<file path="config.mk">
export PLATFORM = sky130hd
export DESIGN_NAME = http_request_head_parser
export DESIGN_NICKNAME = d
export VERILOG_FILES = /design/src/sv/hrp_pkg.sv /design/src/sv/hrp_front.sv /design/src/sv/hrp_queue.sv /design/src/sv/hrp_back.sv /design/src/sv/http_request_head_parser.sv
export SDC_FILE = /design/constraint.sdc
export NUM_CORES = 1
export LEC_CHECK = 0
export ABC_AREA = 1
export BUFFER_PORTS_ARGS = -buffer_cell sky130_fd_sc_hd__buf_2
export CAP_MARGIN = 25
export CORE_AREA = 2 2 172 174
export DETAILED_ROUTE_END_ITERATION = 6
export DIE_AREA = 0 0 174 176
export PLACE_DENSITY = 0.72
export SKIP_LAST_GASP = 1
export SYNTH_ARGS = -nofsm -noshare
export SYNTH_HDL_FRONTEND = slang
export SYNTH_SLANG_ARGS = --single-unit
</file>
<file path="constraint.sdc">
create_clock -name clk -period 4.3 [get_ports clk]
set_input_delay 0.215 -clock clk [delete_from_list [all_inputs] [get_ports clk]]
set_output_delay 0.215 -clock clk [all_outputs]
set_load 0.02 [all_outputs]
</file>
<file path="src/sv/hrp_pkg.sv">
// hrp_pkg: shared types, codes and character lookups for the request head parser
// no dependencies; imported by every module of the parser
package hrp_pkg;

	// width of the parsed length and of the body counter
	localparam int LENGTH_BITS = 32;

	typedef logic [LENGTH_BITS-1:0] len_t;

	// byte classes
	localparam logic [2:0] CLS_SEP     = 3'd0;
	localparam logic [2:0] CLS_METHOD  = 3'd1;
	localparam logic [2:0] CLS_URI     = 3'd2;
	localparam logic [2:0] CLS_VERSION = 3'd3;
	localparam logic [2:0] CLS_HNAME   = 3'd4;
	localparam logic [2:0] CLS_HVALUE  = 3'd5;
	localparam logic [2:0] CLS_BODY    = 3'd6;
	localparam logic [2:0] CLS_IGNORED = 3'd7;

	// status codes
	localparam logic [2:0] ST_BUSY      = 3'd0;
	localparam logic [2:0] ST_HEAD_DONE = 3'd1;
	localparam logic [2:0] ST_BODY_DONE = 3'd2;
	localparam logic [2:0] ST_ERROR     = 3'd3;
	localparam logic [2:0] ST_TRAILER   = 3'd4;

	// error codes
	localparam logic [2:0] ERR_NONE      = 3'd0;
	localparam logic [2:0] ERR_SEP       = 3'd1;
	localparam logic [2:0] ERR_CRLF      = 3'd2;
	localparam logic [2:0] ERR_NO_LENGTH = 3'd3;
	localparam logic [2:0] ERR_TRAILER   = 3'd4;

	// method codes
	localparam logic [1:0] METH_UNKNOWN = 2'd0;
	localparam logic [1:0] METH_GET     = 2'd1;
	localparam logic [1:0] METH_POST    = 2'd2;
	localparam logic [1:0] METH_DELETE  = 2'd3;

	// token match flag bits
	localparam int TOK_GET     = 0;
	localparam int TOK_POST    = 1;
	localparam int TOK_DELETE  = 2;
	localparam int TOK_VERSION = 3;
	localparam int TOK_LENGTH  = 4;

	// token lengths
	localparam logic [3:0] LEN_GET     = 4'd3;
	localparam logic [3:0] LEN_POST    = 4'd4;
	localparam logic [3:0] LEN_DELETE  = 4'd6;
	localparam logic [3:0] LEN_VERSION = 4'd8;
	localparam logic [3:0] LEN_LENGTH  = 4'd14;

	// characters
	localparam logic [7:0] CH_CR    = 8'h0D;
	localparam logic [7:0] CH_LF    = 8'h0A;
	localparam logic [7:0] CH_COLON = 8'h3A;
	localparam logic [7:0] CH_SPACE = 8'h20;
	localparam logic [7:0] CH_ZERO  = 8'h30;

	// one byte as it travels from the front to the back
	typedef struct packed {
		logic       first;
		logic [7:0] data;
		logic [7:0] folded;
		logic       is_letter;
		logic       is_space;
		logic       is_cr;
		logic       is_lf;
		logic       is_colon;
		logic       is_digit;
		logic [3:0] digit;
	} item_t;

	// upper case to lower case, other bytes unchanged
	function automatic logic [7:0] fold_case(input logic [7:0] c);
		logic [7:0] r;
		r = c;
		if (c >= 8'h41 && c <= 8'h5A)
			r = c + 8'd32;
		return r;
	endfunction

	function automatic logic [7:0] get_char(input logic [3:0] i);
		logic [7:0] r;
		case (i)
			4'd0:    r = "G";
			4'd1:    r = "E";
			4'd2:    r = "T";
			default: r = 8'h00;
		endcase
		return r;
	endfunction

	function automatic logic [7:0] post_char(input logic [3:0] i);
		logic [7:0] r;
		case (i)
			4'd0:    r = "P";
			4'd1:    r = "O";
			4'd2:    r = "S";
			4'd3:    r = "T";
			default: r = 8'h00;
		endcase
		return r;
	endfunction

	function automatic logic [7:0] delete_char(input logic [3:0] i);
		logic [7:0] r;
		case (i)
			4'd0:    r = "D";
			4'd1:    r = "E";
			4'd2:    r = "L";
			4'd3:    r = "E";
			4'd4:    r = "T";
			4'd5:    r = "E";
			default: r = 8'h00;
		endcase
		return r;
	endfunction

	function automatic logic [7:0] version_char(input logic [3:0] i);
		logic [7:0] r;
		case (i)
			4'd0:    r = "H";
			4'd1:    r = "T";
			4'd2:    r = "T";
			4'd3:    r = "P";
			4'd4:    r = "/";
			4'd5:    r = "1";
			4'd6:    r = ".";
			4'd7:    r = "1";
			default: r = 8'h00;
		endcase
		return r;
	endfunction

	// content-length, already folded to lower case
	function automatic logic [7:0] length_char(input logic [3:0] i);
		logic [7:0] r;
		case (i)
			4'd0:    r = "c";
			4'd1:    r = "o";
			4'd2:    r = "n";
			4'd3:    r = "t";
			4'd4:    r = "e";
			4'd5:    r = "n";
			4'd6:    r = "t";
			4'd7:    r = "-";
			4'd8:    r = "l";
			4'd9:    r = "e";
			4'd10:   r = "n";
			4'd11:   r = "g";
			4'd12:   r = "t";
			4'd13:   r = "h";
			default: r = 8'h00;
		endcase
		return r;
	endfunction

endpackage

</file>
<file path="src/sv/hrp_front.sv">
// hrp_front: accepts request bytes and classifies each character
// depends on hrp_pkg; feeds hrp_queue
module hrp_front (
	input  logic          in_valid,
	output logic          in_stall,
	input  logic          first_byte,
	input  logic [7:0]    data_byte,
	input  logic          queue_full,
	output logic          push,
	output hrp_pkg::item_t push_item
);
	import hrp_pkg::*;

	// accept whenever the queue has room
	assign in_stall = queue_full;
	assign push     = in_valid && !queue_full;

	// character classification
	always_comb begin
		push_item.first     = first_byte;
		push_item.data      = data_byte;
		push_item.folded    = fold_case(data_byte);
		push_item.is_letter = (data_byte >= 8'h41 && data_byte <= 8'h5A) ||
			(data_byte >= 8'h61 && data_byte <= 8'h7A);
		push_item.is_space  = (data_byte == CH_SPACE);
		push_item.is_cr     = (data_byte == CH_CR);
		push_item.is_lf     = (data_byte == CH_LF);
		push_item.is_colon  = (data_byte == CH_COLON);
		push_item.is_digit  = (data_byte >= 8'h30 && data_byte <= 8'h39);
		push_item.digit     = 4'(data_byte - CH_ZERO);
	end

endmodule

</file>
<file path="src/sv/hrp_queue.sv">
// hrp_queue: two-entry queue between the classifier and the parser engine
// depends on hrp_pkg for the item type
module hrp_queue (
	input  logic           clk,
	input  logic           arst_n,
	input  logic           push,
	input  hrp_pkg::item_t push_item,
	output logic           full,
	input  logic           pop,
	output logic           head_valid,
	output hrp_pkg::item_t head_item
);
	import hrp_pkg::*;

	item_t      slot_q [2];
	logic       wr_ptr_q;
	logic       rd_ptr_q;
	logic [1:0] count_q;

	assign full       = (count_q == 2'd2);
	assign head_valid = (count_q != 2'd0);
	assign head_item  = slot_q[rd_ptr_q];

	// pointers and fill count
	always_ff @(posedge clk or negedge arst_n) begin
		if (!arst_n) begin
			wr_ptr_q <= 1'b0;
			rd_ptr_q <= 1'b0;
			count_q  <= 2'd0;
		end else begin
			if (push)
				wr_ptr_q <= ~wr_ptr_q;
			if (pop)
				rd_ptr_q <= ~rd_ptr_q;
			if (push && !pop)
				count_q <= count_q + 2'd1;
			else if (pop && !push)
				count_q <= count_q - 2'd1;
		end
	end

	// storage
	always_ff @(posedge clk) begin
		if (push)
			slot_q[wr_ptr_q] <= push_item;
	end

	a_no_overfill: assert property (@(posedge clk) disable iff (!arst_n)
		count_q != 2'd3)
		else $error("queue count out of range");

	a_pop_needs_data: assert property (@(posedge clk) disable iff (!arst_n)
		pop |-> count_q != 2'd0)
		else $error("pop from empty queue");

	a_push_needs_room: assert property (@(posedge clk) disable iff (!arst_n)
		push |-> count_q != 2'd2)
		else $error("push into full queue");

endmodule

</file>
<file path="src/sv/hrp_back.sv">
// hrp_back: parser engine, one classified byte per cycle unless the output stalls, with output register
// depends on hrp_pkg; drains hrp_queue
module hrp_back (
	input  logic           clk,
	input  logic           arst_n,
	input  logic           head_valid,
	input  hrp_pkg::item_t head_item,
	output logic           pop,
	output logic           out_valid,
	input  logic           out_stall,
	output logic [2:0]     byte_class,
	output logic [7:0]     echo_byte,
	output logic [2:0]     status,
	output logic [2:0]     error_code,
	output logic [1:0]     method_code,
	output logic           is_version_11,
	output logic [31:0]    body_length,
	output logic [31:0]    body_received
);
	import hrp_pkg::*;

	localparam logic [3:0] PH_METHOD     = 4'd0;
	localparam logic [3:0] PH_URI        = 4'd1;
	localparam logic [3:0] PH_VERSION    = 4'd2;
	localparam logic [3:0] PH_LF_WAIT    = 4'd3;
	localparam logic [3:0] PH_LINE_START = 4'd4;
	localparam logic [3:0] PH_HDR_NAME   = 4'd5;
	localparam logic [3:0] PH_HDR_SPACE  = 4'd6;
	localparam logic [3:0] PH_HDR_VALUE  = 4'd7;
	localparam logic [3:0] PH_BODY       = 4'd8;
	localparam logic [3:0] PH_END        = 4'd9;
	localparam logic [3:0] PH_ERROR      = 4'd10;

	localparam len_t LEN_MAX = '1;

	// parser state
	logic [3:0] phase_q;
	logic [3:0] idx_q;
	logic [4:0] flags_q;
	logic [1:0] method_q;
	logic       version_q;
	logic [1:0] lbc_q;
	logic       seen_q;
	logic       active_q;
	len_t       len_q;
	len_t       body_q;
	logic [2:0] err_q;

	// output register
	logic       out_vld_q;
	logic [2:0] cls_q;
	logic [7:0] echo_q;
	logic [2:0] st_q;
	logic [2:0] oerr_q;
	logic [1:0] ometh_q;
	logic       over_q;
	len_t       olen_q;
	len_t       obody_q;

	// state as seen by this byte, after a possible restart
	logic [3:0] cur_phase;
	logic [3:0] cur_idx;
	logic [4:0] cur_flags;
	logic [1:0] cur_method;
	logic       cur_version;
	logic [1:0] cur_lbc;
	logic       cur_seen;
	logic       cur_active;
	len_t       cur_len;
	len_t       cur_body;
	logic [2:0] cur_err;

	logic [3:0] tok_idx;
	logic [4:0] tok_flags;
	logic [3:0] idx_adv;
	logic [4:0] hit;
	logic [1:0] lbc_inc;
	logic [LENGTH_BITS+3:0] len_mac;
	len_t       len_digit;
	logic [LENGTH_BITS:0] body_inc;

	// next state and result
	logic [3:0] nxt_phase;
	logic [3:0] nxt_idx;
	logic [4:0] nxt_flags;
	logic [1:0] nxt_method;
	logic       nxt_version;
	logic [1:0] nxt_lbc;
	logic       nxt_seen;
	logic       nxt_active;
	len_t       nxt_len;
	len_t       nxt_body;
	logic [2:0] nxt_err;
	logic [2:0] res_cls;
	logic [2:0] res_st;

	logic [LENGTH_BITS+31:0] len_ext;
	logic [LENGTH_BITS+31:0] body_ext;

	// take the next byte whenever the output register frees up
	assign pop = head_valid && (!out_vld_q || !out_stall);

	// restart view
	always_comb begin
		if (head_item.first) begin
			cur_phase   = PH_METHOD;
			cur_idx     = 4'd0;
			cur_flags   = 5'h1F;
			cur_method  = METH_UNKNOWN;
			cur_version = 1'b0;
			cur_lbc     = 2'd0;
			cur_seen    = 1'b0;
			cur_active  = 1'b0;
			cur_len     = '0;
			cur_body    = '0;
			cur_err     = ERR_NONE;
		end else begin
			cur_phase   = phase_q;
			cur_idx     = idx_q;
			cur_flags   = flags_q;
			cur_method  = method_q;
			cur_version = version_q;
			cur_lbc     = lbc_q;
			cur_seen    = seen_q;
			cur_active  = active_q;
			cur_len     = len_q;
			cur_body    = body_q;
			cur_err     = err_q;
		end
	end

	// token compare: a header line starts a fresh token
	always_comb begin
		tok_idx   = (cur_phase == PH_LINE_START) ? 4'd0 : cur_idx;
		tok_flags = (cur_phase == PH_LINE_START) ? 5'h1F : cur_flags;
		idx_adv   = (tok_idx == 4'd15) ? tok_idx : tok_idx + 4'd1;
		hit[TOK_GET]     = (tok_idx < LEN_GET) && (head_item.data == get_char(tok_idx));
		hit[TOK_POST]    = (tok_idx < LEN_POST) && (head_item.data == post_char(tok_idx));
		hit[TOK_DELETE]  = (tok_idx < LEN_DELETE) &&
			(head_item.data == delete_char(tok_idx));
		hit[TOK_VERSION] = (tok_idx < LEN_VERSION) &&
			(head_item.data == version_char(tok_idx));
		hit[TOK_LENGTH]  = (tok_idx < LEN_LENGTH) &&
			(head_item.folded == length_char(tok_idx));
	end

	// arithmetic: times ten plus digit with saturation, body counter
	always_comb begin
		len_mac   = {cur_len, 3'b000} + {2'b00, cur_len, 1'b0} +
			(LENGTH_BITS+4)'(head_item.digit);
		len_digit = (len_mac[LENGTH_BITS+3:LENGTH_BITS] != 4'd0) ? LEN_MAX :
			len_mac[LENGTH_BITS-1:0];
		body_inc  = {1'b0, cur_body} + (LENGTH_BITS+1)'(1);
		lbc_inc   = cur_lbc + 2'd1;
	end

	// phase sequencer
	always_comb begin
		nxt_phase   = cur_phase;
		nxt_idx     = cur_idx;
		nxt_flags   = cur_flags;
		nxt_method  = cur_method;
		nxt_version = cur_version;
		nxt_lbc     = cur_lbc;
		nxt_seen    = cur_seen;
		nxt_active  = cur_active;
		nxt_len     = cur_len;
		nxt_body    = cur_body;
		nxt_err     = cur_err;
		res_cls     = CLS_IGNORED;
		res_st      = ST_BUSY;
		unique case (cur_phase) inside
			PH_METHOD: begin
				if (head_item.is_letter) begin
					nxt_flags = cur_flags & {2'b11, hit[TOK_DELETE:TOK_GET]};
					nxt_idx   = idx_adv;
					res_cls   = CLS_METHOD;
				end else if (head_item.is_space) begin
					if (cur_flags[TOK_GET] && cur_idx == LEN_GET)
						nxt_method = METH_GET;
					else if (cur_flags[TOK_POST] && cur_idx == LEN_POST)
						nxt_method = METH_POST;
					else if (cur_flags[TOK_DELETE] && cur_idx == LEN_DELETE)
						nxt_method = METH_DELETE;
					nxt_phase = PH_URI;
					res_cls   = CLS_SEP;
				end else begin
					nxt_err   = ERR_SEP;
					nxt_phase = PH_ERROR;
					res_st    = ST_ERROR;
				end
			end
			PH_URI: begin
				if (head_item.is_space) begin
					nxt_idx   = 4'd0;
					nxt_flags = 5'h1F;
					nxt_phase = PH_VERSION;
					res_cls   = CLS_SEP;
				end else begin
					res_cls = CLS_URI;
				end
			end
			PH_VERSION: begin
				if (head_item.is_cr) begin
					nxt_version = cur_flags[TOK_VERSION] && (cur_idx == LEN_VERSION);
					nxt_phase   = PH_LF_WAIT;
					res_cls     = CLS_SEP;
				end else begin
					nxt_flags[TOK_VERSION] = cur_flags[TOK_VERSION] & hit[TOK_VERSION];
					nxt_idx = idx_adv;
					res_cls = CLS_VERSION;
				end
			end
			PH_LF_WAIT: begin
				if (head_item.is_lf) begin
					res_cls = CLS_SEP;
					nxt_lbc = lbc_inc;
					if (lbc_inc >= 2'd2) begin
						nxt_body = '0;
						if (!cur_seen) begin
							nxt_err   = ERR_NO_LENGTH;
							nxt_phase = PH_ERROR;
							res_st    = ST_ERROR;
						end else if (cur_len == '0) begin
							nxt_phase = PH_END;
							res_st    = ST_BODY_DONE;
						end else begin
							nxt_phase = PH_BODY;
							res_st    = ST_HEAD_DONE;
						end
					end else begin
						nxt_phase = PH_LINE_START;
					end
				end else begin
					nxt_err   = ERR_CRLF;
					nxt_phase = PH_ERROR;
					res_st    = ST_ERROR;
				end
			end
			PH_LINE_START, PH_HDR_NAME: begin
				if (cur_phase == PH_LINE_START && head_item.is_cr) begin
					nxt_phase = PH_LF_WAIT;
					res_cls   = CLS_SEP;
				end else if (head_item.is_colon) begin
					nxt_idx   = tok_idx;
					nxt_flags = tok_flags;
					if (tok_flags[TOK_LENGTH] && tok_idx == LEN_LENGTH) begin
						nxt_seen   = 1'b1;
						nxt_active = 1'b1;
						nxt_len    = '0;
					end else begin
						nxt_active = 1'b0;
					end
					nxt_phase = PH_HDR_SPACE;
					res_cls   = CLS_SEP;
				end else begin
					nxt_flags = tok_flags;
					nxt_flags[TOK_LENGTH] = tok_flags[TOK_LENGTH] & hit[TOK_LENGTH];
					nxt_idx   = idx_adv;
					nxt_phase = PH_HDR_NAME;
					res_cls   = CLS_HNAME;
				end
			end
			PH_HDR_SPACE, PH_HDR_VALUE: begin
				if (cur_phase == PH_HDR_SPACE && head_item.is_space) begin
					res_cls = CLS_SEP;
				end else if (head_item.is_cr) begin
					nxt_active = 1'b0;
					nxt_lbc    = 2'd0;
					nxt_phase  = PH_LF_WAIT;
					res_cls    = CLS_SEP;
				end else begin
					nxt_phase = PH_HDR_VALUE;
					res_cls   = CLS_HVALUE;
					if (cur_active) begin
						if (head_item.is_digit)
							nxt_len = len_digit;
						else
							nxt_active = 1'b0;
					end
				end
			end
			PH_BODY: begin
				res_cls  = CLS_BODY;
				nxt_body = body_inc[LENGTH_BITS-1:0];
				if (body_inc >= {1'b0, cur_len}) begin
					nxt_phase = PH_END;
					res_st    = ST_BODY_DONE;
				end
			end
			PH_END: begin
				nxt_err = ERR_TRAILER;
				res_st  = ST_TRAILER;
			end
			default: begin
				res_st = ST_ERROR;
			end
		endcase
	end

	// state registers
	always_ff @(posedge clk or negedge arst_n) begin
		if (!arst_n) begin
			phase_q   <= PH_METHOD;
			idx_q     <= 4'd0;
			flags_q   <= 5'h1F;
			method_q  <= METH_UNKNOWN;
			version_q <= 1'b0;
			lbc_q     <= 2'd0;
			seen_q    <= 1'b0;
			active_q  <= 1'b0;
			len_q     <= '0;
			body_q    <= '0;
			err_q     <= ERR_NONE;
			out_vld_q <= 1'b0;
		end else begin
			if (pop) begin
				phase_q   <= nxt_phase;
				idx_q     <= nxt_idx;
				flags_q   <= nxt_flags;
				method_q  <= nxt_method;
				version_q <= nxt_version;
				lbc_q     <= nxt_lbc;
				seen_q    <= nxt_seen;
				active_q  <= nxt_active;
				len_q     <= nxt_len;
				body_q    <= nxt_body;
				err_q     <= nxt_err;
			end
			if (pop)
				out_vld_q <= 1'b1;
			else if (!out_stall)
				out_vld_q <= 1'b0;
		end
	end

	// result payload
	always_ff @(posedge clk) begin
		if (pop) begin
			cls_q   <= res_cls;
			echo_q  <= head_item.data;
			st_q    <= res_st;
			oerr_q  <= nxt_err;
			ometh_q <= nxt_method;
			over_q  <= nxt_version;
			olen_q  <= nxt_len;
			obody_q <= nxt_body;
		end
	end

	// low 32 bits of the length and counter
	assign len_ext  = {32'b0, olen_q};
	assign body_ext = {32'b0, obody_q};

	assign out_valid     = out_vld_q;
	assign byte_class    = cls_q;
	assign echo_byte     = echo_q;
	assign status        = st_q;
	assign error_code    = oerr_q;
	assign method_code   = ometh_q;
	assign is_version_11 = over_q;
	assign body_length   = len_ext[31:0];
	assign body_received = body_ext[31:0];

	a_error_phase_code: assert property (@(posedge clk) disable iff (!arst_n)
		phase_q == PH_ERROR |->
			(err_q == ERR_SEP || err_q == ERR_CRLF || err_q == ERR_NO_LENGTH))
		else $error("error phase without a head error code");

	a_body_below_length: assert property (@(posedge clk) disable iff (!arst_n)
		phase_q == PH_BODY |-> body_q < len_q)
		else $error("body counter reached length inside body phase");

	a_trailer_sticks: assert property (@(posedge clk) disable iff (!arst_n)
		pop && !head_item.first && phase_q == PH_END |=>
			err_q == ERR_TRAILER && phase_q == PH_END)
		else $error("byte after body did not flag trailer");

	a_held_on_stall: assert property (@(posedge clk) disable iff (!arst_n)
		out_vld_q && out_stall |-> !pop)
		else $error("output overwritten while stalled");

endmodule

</file>
<file path="src/sv/http_request_head_parser.sv">
// http_request_head_parser: streaming request head parser, one byte per transfer
// depends on hrp_pkg, hrp_front, hrp_queue and hrp_back
//
// Input channel (in_valid / in_stall) carries one request byte per transfer
// on data_byte; first_byte high restarts parsing with that byte as the first
// byte of a new request. Output channel (out_valid / out_stall) returns one
// result per input byte, in order: the byte's class, the byte itself, a
// status, the sticky error code, the method, the version flag, the parsed
// content length and the number of body bytes seen so far.
// A transferred byte passes through the queue and then the output register
// before its result appears. Throughput is one byte per cycle while the
// receiver does not stall, set by the parser engine; the classifier and
// the engine are parted by a two-entry queue, and the engine's result sits
// in an output register.
// Reset (arst_n low) clears parser state, empties the queue and drops
// out_valid. When the receiver stalls, the result register holds, the queue
// fills with up to two more bytes, and then in_stall rises until the
// receiver takes a result again.
module http_request_head_parser (
	input  logic        clk,
	input  logic        arst_n,
	input  logic        in_valid,
	output logic        in_stall,
	input  logic        first_byte,
	input  logic [7:0]  data_byte,
	output logic        out_valid,
	input  logic        out_stall,
	output logic [2:0]  byte_class,
	output logic [7:0]  echo_byte,
	output logic [2:0]  status,
	output logic [2:0]  error_code,
	output logic [1:0]  method_code,
	output logic        is_version_11,
	output logic [31:0] body_length,
	output logic [31:0] body_received
);
	import hrp_pkg::*;

	logic  push;
	item_t push_item;
	logic  queue_full;
	logic  pop;
	logic  head_valid;
	item_t head_item;

	// classifier
	hrp_front u_front (
		.in_valid   (in_valid),
		.in_stall   (in_stall),
		.first_byte (first_byte),
		.data_byte  (data_byte),
		.queue_full (queue_full),
		.push       (push),
		.push_item  (push_item)
	);

	// decoupling queue
	hrp_queue u_queue (
		.clk        (clk),
		.arst_n     (arst_n),
		.push       (push),
		.push_item  (push_item),
		.full       (queue_full),
		.pop        (pop),
		.head_valid (head_valid),
		.head_item  (head_item)
	);

	// parser engine
	hrp_back u_back (
		.clk           (clk),
		.arst_n        (arst_n),
		.head_valid    (head_valid),
		.head_item     (head_item),
		.pop           (pop),
		.out_valid     (out_valid),
		.out_stall     (out_stall),
		.byte_class    (byte_class),
		.echo_byte     (echo_byte),
		.status        (status),
		.error_code    (error_code),
		.method_code   (method_code),
		.is_version_11 (is_version_11),
		.body_length   (body_length),
		.body_received (body_received)
	);

endmodule
</file>
==> results.json, run 1 <==
{
  "reg2regPathDepth": 18,
  "cp-start-kind": "flop",
  "utilization_pct": 61.47,
  "setup-violations-final": 0,
  "min_period_ns": 4.128,
  "wl_per_cell_um": 17.36,
  "hpwl_um": 35480,
  "status": "finished, violations left",
  "synth_cell_types": 62,
  "cp.required_ns": 4.55,
  "die_h_um": 176,
  "die_x_um": 174,
  "r2r_slack_ns": 0.17,
  "cts.sinks": 212,
  "yosys_warnings": 0,
  "cp.arrival_ns": 4.38,
  "synth_cells": 2153,
  "path_clk_slew_ns": 0.06,
  "p_clk_share_pct": 20.6,
  "grt_first_pass_wirelength_um": 73820,
  "route.vias.total": 14820,
  "io_buffers": 98,
  "maxCapViolations": 0,
  "tightest_slew_ns": 0.8950,
  "violations": "design-rule violations",
  "synth-seq-cells": 212,
  "p_comb_share_pct": 48.2,
  "die_area_um2": 30620,
  "crit_family": "simple AND/OR/NAND/NOR gates",
  "drc": 4,
  "hp-start": "in_valid",
  "firstDrtPassIters": 7,
  "hp-class": "in -> reg",
  "wl_met1_um": 19880,
  "layout-drive-gt1-share_pct": 11.33,
  "finalInstanceArea_um2": 17550,
  "drt_iter0_drc": 1282,
  "cp_slowest_cell": "dfrtp_1",
  "track_usage_pct": 30.29,
  "avgSynthCellArea_um2": 7.239,
  "antenna_left": 0,
  "drv_slew": 0,
  "grt_pass1_vias": 14050,
  "yosys_most_used_dff": "edfxtp_1",
  "syn_area_um2": 15580,
  "placementRows": 62,
  "leakage_nw": 8.997,
  "crit_chain": "nand2_2 -> nand2_4 -> buf_12 -> nor2_1 -> ha_1 -> ha_1 -> nand2_1 -> inv_1 -> a21oi_2 -> o21ai_0 -> a21oi_1 -> nand3_1 -> nor2_2 -> nand2_4 -> nor3_2 -> nand2_1 -> nand2_1 -> o21ai_1",
  "p_seq_share_pct": 31.2,
  "path_buf_inv": 2,
  "clock-root-buffer": "clkbuf_16",
  "p_sw_mw": 4.630,
  "ioPinCount": 99,
  "cts_tree": "yes",
  "swShare_pct": 45.87,
  "clock_latency_ns": 0.53,
  "top_layer": "met5",
  "antenna_cells": 0,
  "max-vdd-ir-drop_mv": 0.9771,
  "setup_ws_ns": 0.1723,
  "min_to": "u_queue.wr_ptr_q$_DFFE_PN0P_",
  "clockBufferDepth": 3,
  "pre_cts_ws_ns": 0.2060,
  "hold_viol_final": 0,
  "gr-total-overflow": 0,
  "ys_seq_area_share_pct": 37.93,
  "powerDensity_nw_per_um2": 575.3,
  "syn_to_final_growth_pct": 12.60,
  "core_um2": 28550,
  "dpl_cell_area_um2": 16620,
  "r2r_end": "u_back.body_length[31]$_DFFE_PP_",
  "synth_edf_count": 120,
  "nNetsFinal": 2396,
  "clock_skew_ns": 0.007846,
  "place.gp.congestion": 0.9820,
  "period_share_pct": 95.99,
  "synth_fp_nets": 2272,
  "critPathMaxStageDelay_ns": 0.40,
  "cp_common_cell": "nand2_1",
  "fmax_ghz": 0.2423,
  "reg2reg_from": "u_queue.rd_ptr_q$_DFFE_PN0P_",
  "h-tree-depth": 1,
  "p_int_mw": 5.465,
  "holdPathStages": 5,
  "grt_max_degree": 115,
  "synthArstFlopShare_pct": 43.40,
  "antenna_found_initial": 2,
  "post-cts-setup-buffers": 0,
  "met3_length_um": 3796,
  "critPathKind": "reg -> reg",
  "drt-vias-per-instance": 5.534,
  "crit_path_end_kind": "flop",
  "slew-limit-headroom_pct": 40.33,
  "cts_made_buffers": 25,
  "start_util_pct": 54.59,
  "critPathMaxFanout": 51,
  "routed_wl_um": 46480,
  "wl_met2_um": 21100
}
==> layer usage <==
layer | GRT usage, % | vias to the layer above
li1 | - | 7260
met1 | 41.07 | 6800
met2 | 49.90 | 640
met3 | 4.587 | 117
met4 | 10.33 | 2
met5 | 0 | -
==> power groups by stage <==
stage	Combinational (mW)	Sequential (mW)	Clock (mW)
after floorplan	2.90	3.61	0
after global placement	4.75	3.17	0
after detailed placement	4.79	3.17	0
after CTS	4.82	3.15	2.10
after global routing	5.35	3.20	2.19
final	4.87	3.15	2.08
==> area by class of cell <==
| class | instances | area, um^2 |
|---|---|---|
| Clock buffer | 32 | 661.9 |
| Clock inverter | 12 | 127.6 |
| Fill cell | 2664 | 11000 |
| Inverter | 330 | 1251 |
| Multi-Input combinational cell | 1565 | 8219 |
| Sequential cell | 212 | 5912 |
| Tap cell | 384 | 480.5 |
| Timing Repair Buffer | 143 | 895.9 |
==> logic make-up (layout without fill, tap and decap cells) <==
logic type | Yosys count | after routing | share of synthesized area [%]
adders and majority gates | 106 | 106 | 8.558
and+or+nand+nor | 1074 | 1074 | 29.07
xor gates and xnor gates | 55 | 55 | 3.091
AOI/OAI and AO/OA | 328 | 328 | 11.68
muxes | 2 | 2 | 0.1285
DFF | 212 | 212 | 37.93
buffers and inverters | 376 | 517 | 9.538
==> sequential cells by signal (all words and copies together) (netlist names), 4 cells and up <==
name,cells
u_back.phase_q,4
u_back.flags_q,5
u_back.body_received,32
u_back.idx_q,4
u_back.body_length,32
u_queue.slot_q,36
u_back.echo_byte,8
u_back.body_q,32
u_back.len_q,32
==> synthesized netlist by cell type, drive strengths merged, types with 3 or more instances <==
master | count | area [um^2]
clkbuf | 19 | 71.32
dfrtp | 87 | 2177
nand3 | 70 | 372.9
clkinv | 3 | 16.27
xnor2 | 12 | 105.1
xor2 | 43 | 376.6
nor2 | 205 | 842.1
nand2 | 697 | 2654
a211oi | 6 | 45.04
a22oi | 4 | 30.03
inv | 327 | 1227
edfxtp | 120 | 3603
nor3 | 28 | 172.7
buf | 27 | 171.4
and2 | 4 | 25.02
ha | 105 | 1314
o21ai | 164 | 843.3
a21oi | 98 | 490.5
o21bai | 6 | 45.04
nand3b | 3 | 22.52
nor4 | 18 | 118.9
nand4 | 34 | 212.7
or2 | 10 | 62.56
a31oi | 4 | 25.02
o22ai | 21 | 137.6
dfstp | 5 | 131.4
o211ai | 10 | 75.07
==> metrics by stage <==
| step | std cells | power [mW] | TNS, ns | hold WS, ns |
|---|---|---|---|---|
| finish | 2678 | 10.09 | 0 | 0.1489 |
| global route | 2678 | 10.74 | -0.01052 | 0.2395 |
| CTS | 2678 | 10.07 | 0 | 0.1499 |
| detailed placement | 2623 | 7.957 | 0 | 0.3616 |
| global placement | 2623 | 7.922 | 0 | 0.3516 |
| floorplan | 2153 | 6.512 | 0 | -0.08059 |
==> worst max path at each step <==
stage,from,end,slack (ns),cells after the start
global placement,u_queue.rd_ptr_q$_DFFE_PN0P_,u_back.body_length[31]$_DFFE_PP_,0.25,20
floorplan,u_back.out_valid$_DFFE_PN0P_,u_back.body_length[0]$_DFFE_PP_,0.24,5
finish,u_queue.rd_ptr_q$_DFFE_PN0P_,u_back.body_length[31]$_DFFE_PP_,0.17,18
CTS,u_queue.rd_ptr_q$_DFFE_PN0P_,u_back.body_length[31]$_DFFE_PP_,0.18,20
detailed placement,u_queue.rd_ptr_q$_DFFE_PN0P_,u_back.body_length[31]$_DFFE_PP_,0.21,20
global route,u_queue.rd_ptr_q$_DFFE_PN0P_,u_back.len_q[27]$_DFFE_PN0P_,-0.01,23
==> placed cells by master (no fill, tap or decap), types with 4 or more instances in the layout <==
cell type and count:
nand3_1 67, ha_1 105, o21ai_1 39, a21oi_1 96, buf_4 32, a211oi_1 6, o21ai_2 6, xnor2_1 12
edfxtp_1 120, nor2_1 181, dfrtp_1 87, dlygate4sd3_1 11, nand2_1 686, nand2_4 4, or2_2 9, dfstp_2 5
a22oi_1 4, nor4_1 17, o22ai_1 20, o211ai_1 10, nor2_2 21, inv_2 17, nor3_1 24, buf_2 97
inv_1 309, xor2_1 43, clkbuf_16 25, o21bai_1 6, clkbuf_1 6, a31oi_1 4, nand4_1 34, o21ai_0 118
nand2_2 7
==> tightest hold or removal path: cells and delay by family <==
family                 cells  cell delay (ns)
buffers and inverters      2             0.18
AOI/OAI and AO/OA          1             0.12
and+or+nand+nor            2             0.12
==> what timing repair did <==
action                                 4_1_cts  5_1_grt
setup endpoints to repair                    0       41
endpoints found under the hold margin       72        0
gates resized for setup                      0       10
hold buffers                                11        0
No activity file was read; power rests on OpenSTA's default activity.
==> inputs of run 2 (changes only) <==
- clock period: 4.3 -> 4.87 ns (I/O delays scaled with it)
==> results.json, run 2 (same netlist as run 1, synthesis figures left out) <==
{
  "route.vias.total": 14900,
  "wl_per_cell_um": 17.61,
  "r2r_end": "u_back.status[1]$_DFFE_PP_",
  "final_cell_mix": "nand2_1 (688), inv_1 (309), nor2_1 (180), edfxtp_1 (120), o21ai_0 (119)",
  "reg2reg_from": "u_queue.rd_ptr_q$_DFFE_PN0P_",
  "max-vdd-ir-drop_mv": 1.110,
  "pre_cts_ws_ns": -0.05524,
  "critPathMaxFanout": 17,
  "swShare_pct": 46.21,
  "clock_latency_ns": 0.53,
  "fmax_ghz": 0.2166,
  "h-tree-depth": 1,
  "ioPinCount": 99,
  "drt_iter0_drc": 1578,
  "drt-vias-per-instance": 5.585,
  "p_comb_share_pct": 48.1,
  "placementRows": 62,
  "maxCapViolations": 0,
  "clock_skew_ns": 0.01463,
  "p_clk_share_pct": 20.5,
  "r2r_slack_ns": 0.25,
  "min_period_ns": 4.616,
  "final_common_cell": "nand2_1",
  "cts_made_buffers": 23,
  "die_x_um": 174,
  "setup_ws_ns": 0.2542,
  "antenna_found_initial": 1,
  "cts_tree": "yes",
  "p_seq_share_pct": 31.4,
  "cp.arrival_ns": 4.86,
  "drv_slew": 0,
  "top_layer": "met4",
  "p_int_mw": 4.798,
  "hp-class": "in -> reg",
  "clock-root-buffer": "clkbuf_16",
  "grt_max_degree": 127,
  "met3_length_um": 3853,
  "die_h_um": 176,
  "routed_wl_um": 46980,
  "critPathKind": "reg -> reg",
  "cp-start-kind": "flop",
  "powerDensity_nw_per_um2": 510.9,
  "drc": 0,
  "post-cts-setup-buffers": 0,
  "start_util_pct": 54.59,
  "utilization_pct": 61.15,
  "die_area_um2": 30620,
  "track_usage_pct": 30.84,
  "crit_path_end_kind": "flop",
  "firstDrtPassIters": 6,
  "gr-total-overflow": 0,
  "path_clk_slew_ns": 0.06,
  "regMostFlops": "u_queue.slot_q",
  "p_sw_mw": 4.122,
  "antenna_cells": 0,
  "startpoint": "u_queue.rd_ptr_q$_DFFE_PN0P_",
  "status": "finished, final reports clean",
  "rsz0062_at_grt": "no",
  "cp-endpoint": "u_back.status[1]$_DFFE_PP_",
  "nNetsFinal": 2385,
  "grt_first_pass_wirelength_um": 75220,
  "largest_reg_flops": 36,
  "hold_viol_final": 0,
  "grt_pass1_vias": 14080,
  "core_um2": 28550,
  "fillers": 2701,
  "syn_to_final_growth_pct": 12.02,
  "clockBufferDepth": 3,
  "antenna_left": 0,
  "wl_met2_um": 21470,
  "wl_met1_um": 20220,
  "place.gp.congestion": 0.9720,
  "cp.required_ns": 5.11,
  "reg2regPathDepth": 25,
  "io_buffers": 98,
  "period_share_pct": 94.78,
  "tightest_slew_ns": 1.022,
  "p_total_mw": 8.919,
  "cts.sinks": 212,
  "slew-limit-headroom_pct": 31.85,
  "layout-drive-gt1-share_pct": 11.08,
  "leakage_nw": 8.945,
  "setup-violations-final": 0,
  "hpwl_um": 36280
}
-- run 2: cell count changes in the layout (fill, tap and decap cells not counted), sizes merged --
cell,change
dlygate4sd3,-1
clkinv,-1
clkinvlp,+1
clkbuf,-5
bufinv,+1
inv,+2
buf,-8
-- run 2: worst min-delay path by stage --
stage | startpoint | to | slack [ns] | depth (start not counted)
6_report | data_byte[5] | u_queue.slot_q[1][23]$_DFFE_PP_ | 0.03 | 1
5_1_grt | data_byte[5] | u_queue.slot_q[1][23]$_DFFE_PP_ | 0.02 | 1
4_1_cts | data_byte[5] | u_queue.slot_q[1][23]$_DFFE_PP_ | 0.01 | 1
3_5_place_dp | arst_n | u_back.body_q[17]$_DFFE_PN0P_ | 0.32 | 1
3_3_place_gp | arst_n | u_back.body_q[17]$_DFFE_PN0P_ | 0.29 | 1
2_1_floorplan | arst_n | u_back.active_q$_DFFE_PN0P_ | -0.05 | 0
-- run 2: power by group through the flow --
stage	logic, mW	clock network [mW]	registers [mW]
after global routing	4.71	1.92	2.84
after detailed placement	4.20	0	2.82
final	4.29	1.83	2.80
after global placement	4.17	0	2.82
after floorplan	2.56	0	3.19
after CTS	4.23	1.85	2.80
-- run 2: per-layer routing --
| metal | track usage [%] | vias to the layer above |
|---|---|---|
| met1 | 42.73 | 6901 |
| met3 | 3.768 | 98 |
| met4 | 8.824 | 0 |
| met2 | 51.21 | 667 |
| li1 | - | 7229 |
| met5 | 0 | - |
-- run 2: worst max-delay path: stages (launching register included) --
cell and delay [ns]:
dfrtp_1 0.41, nand2_2 0.12, nand2_4 0.16, inv_6 0.15, buf_8 0.19, nand2_2 0.10, inv_1 0.15, ha_2 0.25
nand2_1 0.11, nor2_4 0.13, nand2_1 0.11, nor2_2 0.15, nand3_1 0.11, nor2_2 0.17, xor2_2 0.27, inv_1 0.14
ha_1 0.35, a21oi_1 0.19, o21ai_0 0.09, or2_2 0.29, a21oi_1 0.17, nor2_1 0.07, nor2_1 0.10, nand3_1 0.10
nand2_1 0.10, o211ai_1 0.14
-- run 2: cell type report --
type                       instances  area [um^2]  area share [%]
multi-input combinational       1565         8218           47.07
sequential                       212         5912           33.86
inverter                         330         1254           7.181
timing repair buffer             134        799.5           4.580
clock buffer                      27        610.6           3.497
tap                              384        480.5           2.752
clock inverter                    15        183.9           1.054
-- run 2: stage by stage --
stage	hold WS [ns]	instances	instance area (um^2)	setup TNS, ns
after detailed placement	0.3170	2615	16530	-0.05524
final	0.02669	2667	17460	0
after global routing	0.02338	2667	17460	0
after CTS	0.01380	2667	17430	0
after global placement	0.2935	2615	16530	-0.02404
after floorplan	-0.05209	2153	15580	0
-- run 2: what timing repair did --
item / CTS / global route
setup endpoints to repair: 1 / 3
gates cloned: 0 / 0
resized for setup: 2 / 8
hold buffers: 10 / 0
endpoints found under the hold margin: 57 / 0
pin swaps: 0 / 1
